$ cat config.mk
export PLATFORM = sky130hd
export DESIGN_NAME = hda_isqrt
export DESIGN_NICKNAME = d
export VERILOG_FILES = /design/src/hdl/hda_pkg.sv /design/src/hdl/hda_isqrt.sv
export SDC_FILE = /design/constraint.sdc
export NUM_CORES = 1
export LEC_CHECK = 0
export BUFFER_PORTS_ARGS = -buffer_cell sky130_fd_sc_hd__buf_2
export CAP_MARGIN = 15
export CELL_PAD_IN_SITES_DETAIL_PLACEMENT = 0
export CELL_PAD_IN_SITES_GLOBAL_PLACEMENT = 2
export CORE_ASPECT_RATIO = 1.5
export CORE_UTILIZATION = 31
export CTS_CLUSTER_DIAMETER = 200
export DETAILED_ROUTE_END_ITERATION = 10
export PLACE_DENSITY = 0.72
export SLEW_MARGIN = 30
export SYNTH_ARGS = -nofsm -noshare
export SYNTH_HDL_FRONTEND = slang
export SYNTH_SLANG_ARGS = --single-unit
$ cat constraint.sdc
create_clock -name i_clk -period 11.8 [get_ports i_clk]
set_clock_uncertainty 0.15 [all_clocks]
set_input_delay 0.59 -clock i_clk [delete_from_list [all_inputs] [get_ports i_clk]]
set_output_delay 0.59 -clock i_clk [all_outputs]
set_load 0.02 [all_outputs]
$ cat src/hdl/hda_pkg.sv
// Package for the haversine distance alert block.
// Types, fixed-point constants and the arctangent table used by the CORDIC, square root and top files.
// No dependencies.
package hda_pkg;

    localparam int CORDIC_STEPS = 24;
    localparam int W_STEP       = $clog2(CORDIC_STEPS);
    localparam int W_XY         = 34;
    localparam int W_Z          = 35;
    localparam int W_MUL        = 35;
    localparam int W_PROD       = 2 * W_MUL;
    // quotient estimate is low by at most four
    localparam int DIV_STEPS    = 4;
    localparam int W_DIV_CNT    = $clog2(DIV_STEPS);
    localparam int W_SQ_IN      = 61;
    localparam int W_SQ_OUT     = 31;

    localparam logic [63:0] HALF_TURN_Q60      = 64'h3243F6A8885A308D;
    localparam logic [63:0] UNITS_HALF_TURN_64 = 64'd1800000000;
    localparam logic [30:0] UNITS_HALF_TURN    = 31'd1800000000;
    localparam logic [30:0] CONV_QUOT = 31'(HALF_TURN_Q60 / UNITS_HALF_TURN_64);
    localparam logic [30:0] CONV_REM  = 31'(HALF_TURN_Q60 % UNITS_HALF_TURN_64);
    // floor(2^62 / units per half turn)
    localparam logic [31:0] CONV_RECIP = 32'((64'd1 << 62) / UNITS_HALF_TURN_64);

    localparam logic signed [W_Z-1:0]  PI_Q30       = W_Z'(HALF_TURN_Q60 >> 30);
    localparam logic signed [W_Z-1:0]  HALF_PI_Q30  = W_Z'(HALF_TURN_Q60 >> 31);
    localparam logic signed [W_XY-1:0] GAIN_INV_Q30 = W_XY'(652032874);
    localparam logic [30:0]            ONE_Q30      = 31'h4000_0000;
    localparam logic [29:0]            RADIUS_CM    = 30'd637279756;
    localparam logic [30:0]            DIST_MAX     = 31'd2002100000;

    typedef enum logic [4:0] {
        ST_IDLE,
        ST_CV_MUL_REM,
        ST_CV_DIV_INIT,
        ST_CV_QMUL,
        ST_CV_RSUB,
        ST_CV_DIV,
        ST_CV_ANGLE,
        ST_ROT_WAIT,
        ST_MUL_A,
        ST_MUL_B,
        ST_MUL_T,
        ST_MUL_BT,
        ST_HAV,
        ST_SQRT_S,
        ST_SQRT_C,
        ST_ARC,
        ST_DIST,
        ST_DONE
    } t_state;

    typedef enum logic [1:0] {
        PH_0,
        PH_1,
        PH_2,
        PH_3
    } t_phase;

    typedef struct packed {
        logic start;
        logic vector;
    } t_cordic_cmd;

    typedef logic [CORDIC_STEPS-1:0][W_Z-1:0] t_atan_tab;

    // atan(2^-i) in Q30, series evaluated in Q60 with truncated terms
    function automatic t_atan_tab f_atan_tab();
        t_atan_tab   tab;
        logic [63:0] acc;
        logic [63:0] term;
        int          sh;
        logic        add_term;
        for (int i = 0; i < CORDIC_STEPS; i++) begin
            if (i == 0) begin
                tab[i] = W_Z'(HALF_TURN_Q60 >> 32);
            end else begin
                acc      = '0;
                add_term = 1'b1;
                for (int n = 1; n < 64; n += 2) begin
                    sh = i * n;
                    if (sh < 60) begin
                        term     = ((64'd1 << 60) >> sh) / 64'(n);
                        acc      = add_term ? acc + term : acc - term;
                        add_term = ~add_term;
                    end
                end
                tab[i] = W_Z'(acc >> 30);
            end
        end
        return tab;
    endfunction

endpackage

$ cat src/hdl/hda_isqrt.sv
// Bit-serial integer square root, one result bit per cycle, floor result.
// Takes a 61-bit radicand and returns a 31-bit root.
// Depends on hda_pkg.
module hda_isqrt (
    input  logic                          i_clk,
    input  logic                          i_rst_n,
    input  logic                          i_start,
    input  logic [hda_pkg::W_SQ_IN-1:0]   i_n,
    output logic                          o_done,
    output logic [hda_pkg::W_SQ_OUT-1:0]  o_root
);
    import hda_pkg::*;

    localparam int W_ACC = W_SQ_IN + 1;

    logic             r_busy;
    logic             r_done;
    logic [W_ACC-1:0] r_n;
    logic [W_ACC-1:0] r_res;
    logic [W_ACC-1:0] r_bit;

    logic [W_ACC-1:0] trial;
    logic             ge;

    assign trial = r_res + r_bit;
    assign ge    = r_n >= trial;

    always_ff @(posedge i_clk) begin
        if (!i_rst_n) begin
            r_busy <= 1'b0;
            r_done <= 1'b0;
        end else begin
            r_done <= 1'b0;
            if (i_start) begin
                r_busy <= 1'b1;
                r_n    <= {1'b0, i_n};
                r_res  <= '0;
                r_bit  <= W_ACC'(1) << (W_SQ_IN - 1);
            end else if (r_busy) begin
                if (ge) begin
                    r_n   <= r_n - trial;
                    r_res <= (r_res >> 1) + r_bit;
                end else begin
                    r_res <= r_res >> 1;
                end
                r_bit <= r_bit >> 2;
                if (r_bit[0]) begin
                    r_busy <= 1'b0;
                    r_done <= 1'b1;
                end
            end
        end
    end

    assign o_done = r_done;
    assign o_root = r_res[W_SQ_OUT-1:0];

endmodule

==> metrics.yaml <==
power.total_uw: 2580
ys_ff_latch: 157
grt_pass1_wl_mm: 75.7
postSynth.asyncResetShare_pct: 0
synth_cells: 1752
status: "finished, violations left"
seq_area_frac_synth_pct: 31.5
synth_top_area_share_pct: 31.3
ys_warn_count: 0
switchingPower_uw: 1120
die_h_um: 270
yosys-top-cells-count: "199 x nand2_1, 156 x o21ai_0, 155 x edfxtp_1, 134 x a21oi_1, 134 x nor2_1"
p_int_uw: 1460
worst_slew_pin_slew_ns: 0.899
combPwrFrac_pct: 48.1
area_growth_pct: 8.52
slew_headroom_pct: 40.1
clk_path_buf_depth: 2
r2r_cells: 21
synth_area_um2: 14900
hold_viol_final: 0
power_leakage_uw: 0.00612
min_delay_path_depth: 2
h-tree-depth: 4
postCtsHoldBufs: 0
violations: "DRC"
grtUsageTotal_pct: 20.2
max_freq_mhz: 144
grt_max_degree: 85
cap_violations: 0
crit_type: "reg2reg"
clk_latency_ns: 0.48
drt_first_pass_iters: 8
cts-root-buf: "clkbuf_16"
setup_tns_ns: 0
hpwl_mm: 39.0
endpoint_kind: "register"
min_from: "i_rst_n"
cts_inserted_buffers: 17
arrival_ns: 6.87
p_sw_share_pct: 43.5
dr_total_vias: 13200
worstPathRequired_ns: 11.74
core-area_um2: 47600
drv_slew: 0
critPathLaunchType: "register"
synth_cell_types: 76
tritoncts: "done"
wl_mm: 49.4
r2r_start: "r_res[12]$_SDFFCE_PP0P_"
timing.rr.end: "r_n[46]$_DFFE_PP_"
holdPathEnd: "o_done$_SDFF_PP0_"
vdd_drop_max_uv: 114
synth_ff_type: "edfxtp_1"
avgSynthCellArea_um2: 8.50
clock_sinks: 157
rsz0062_at_grt: "false"
initial_core_util_pct: 31.3
io_buffers: 95
viasPerCell: 5.57
power_frac_seq_pct: 30.5
min_path_type: "in2reg"
post-route-period-util_pct: 58.7
antenna_found_initial: 0
antennaDiodeCount: 0
grt_overflow_total: 0
die_w_um: 181
nNetsFinal: 1947
yosysTopAreaCell: "edfxtp_1"
drt_iter0_markers: 715
synth_enable_flop_cells: 155
design.die.area_um2: 48900
clkPwrFrac_pct: 21.3
synthTopCellsByArea: "edfxtp_1 31%, ha_1 11%, o21ai_0 5.2%"
cts_setup_buffers: 0
synth_nets: 1943
num_io_pins: 96
min_period_ns: 6.93
drive_above_1_share_pct: 10.1
drc_errors: 1
yosysMostFrequentCell: "nand2_1"
grt_pass1_vias: 13200
rows: 98
post_cts_resize_count: 0
power_per_cell_area_nw_per_um2: 160
cp_max_fo: 62
clkSlewWorstSetupHoldPaths_ns: 0.07
ant_nets: 0
setup_viol: 0
r2r_slack_ns: 4.87
gp_congestion: 0.888
routedWlPerCell_um: 20.9
layout by cell type, fill, tap and decap left out, types with 11 or more instances in the layout:
master,n
inv_1,23
nand2_1,198
a211oi_1,32
a21oi_1,133
a21o_1,52
and3_1,15
o21bai_1,32
buf_2,94
xnor2_1,83
nor2b_1,68
edfxtp_1,155
nand4_1,40
xor2_1,66
nand3_1,45
clkbuf_16,17
a31oi_1,61
o21ai_0,156
or3_1,16
a31o_2,22
nand2b_1,12
mux2_2,11
o31ai_1,11
ha_1,126
nor3_1,25
nor2_1,134
and2_1,12
routing by layer:
layer / part of all wire, % / global-route usage (%) / wire length, µm / up-vias
met4: 4.4 / 10.2 / 2170 / 0
met5: 0 / 0 / 0 / -
met2: 56 / 40.0 / 27800 / 262
li1: - / - / - / 6521
met3: 2.4 / 2.41 / 1190 / 83
met1: 37 / 20.4 / 18300 / 6330
critical path, cell delays in order, from the launching register on:
cell and delay (ns):
edfxtp_1 0.52, ha_1 0.39, a31oi_1 0.16, o21ai_0 0.18, a22oi_1 0.36, a21oi_1 0.14, o41a_1 0.43, a41o_1 0.31
a31o_2 0.27, a21oi_1 0.31, o21ai_0 0.16, xnor2_1 0.19, ha_1 0.59, nand4_1 0.14, nor3_1 0.16, nand4_1 0.21
nor2_1 0.14, nand4_1 0.10, and3_1 0.30, and2_4 0.35, a21oi_4 0.19, buf_4 0.71
power by group through the flow:
stage / Clock [µW] / Combinational, µW / Sequential [µW]
floorplan: 0 / 945 / 759
global placement: 0 / 1240 / 800
detailed placement: 0 / 1240 / 800
CTS: 561 / 1250 / 789
global route: 580 / 1380 / 793
finish: 550 / 1240 / 787
cell type report:
| cell class | count | area, µm² |
|---|---|---|
| Clock inverter | 15 | 133 |
| Sequential cell | 157 | 4690 |
| Multi-Input combinational cell | 1456 | 9540 |
| Fill cell | 5078 | 31400 |
| Tap cell | 600 | 751 |
| Clock buffer | 17 | 425 |
| Timing Repair Buffer | 100 | 523 |
| Inverter | 24 | 91.3 |
logic make-up after synthesis:
| kind of cell | after synthesis | share of synthesized area [%] |
|---|---|---|
| mux | 11 | 0.832 |
| xor+xnor | 149 | 8.77 |
| simple gates | 602 | 19.6 |
| buf+inv | 139 | 4.54 |
| fa+ha+maj | 127 | 10.7 |
| flops | 157 | 31.5 |
| compound gates | 567 | 24.0 |
sequential cells by signal, summed over array words and instances (netlist names):
name and cells:
o_done 1, r_bit 31, r_busy 1, r_n 62, r_res 62
worst max-delay path by stage:
stage	from	to	slack (ns)
finish	r_res[12]$_SDFFCE_PP0P_	r_n[46]$_DFFE_PP_	4.87
global route	r_res[4]$_SDFFCE_PP0P_	r_res[37]$_SDFFCE_PP0P_	4.31
CTS	r_res[10]$_SDFFCE_PP0P_	r_n[44]$_DFFE_PP_	4.90
detailed placement	r_res[4]$_SDFFCE_PP0P_	r_n[45]$_DFFE_PP_	4.94
global placement	r_res[4]$_SDFFCE_PP0P_	r_res[55]$_SDFFCE_PP0P_	5.03
floorplan	r_res[4]$_SDFFCE_PP0P_	r_n[0]$_DFFE_PP_	3.07
metrics by stage:
stage | worst slack, ns | area (µm²) | utilization, % | hold WS [ns] | cells
floorplan | 3.07 | 14900 | - | 0.297 | 1752
CTS | 4.90 | 16200 | 34.0 | 0.196 | 2369
finish | 4.87 | 16200 | 34.0 | 0.217 | 2369
global placement | 5.03 | 15600 | 32.8 | 0.313 | 2337
detailed placement | 4.94 | 15600 | 32.8 | 0.327 | 2337
global route | 4.31 | 16200 | 34.0 | 0.234 | 2369
(Power assumes the default switching activity.)
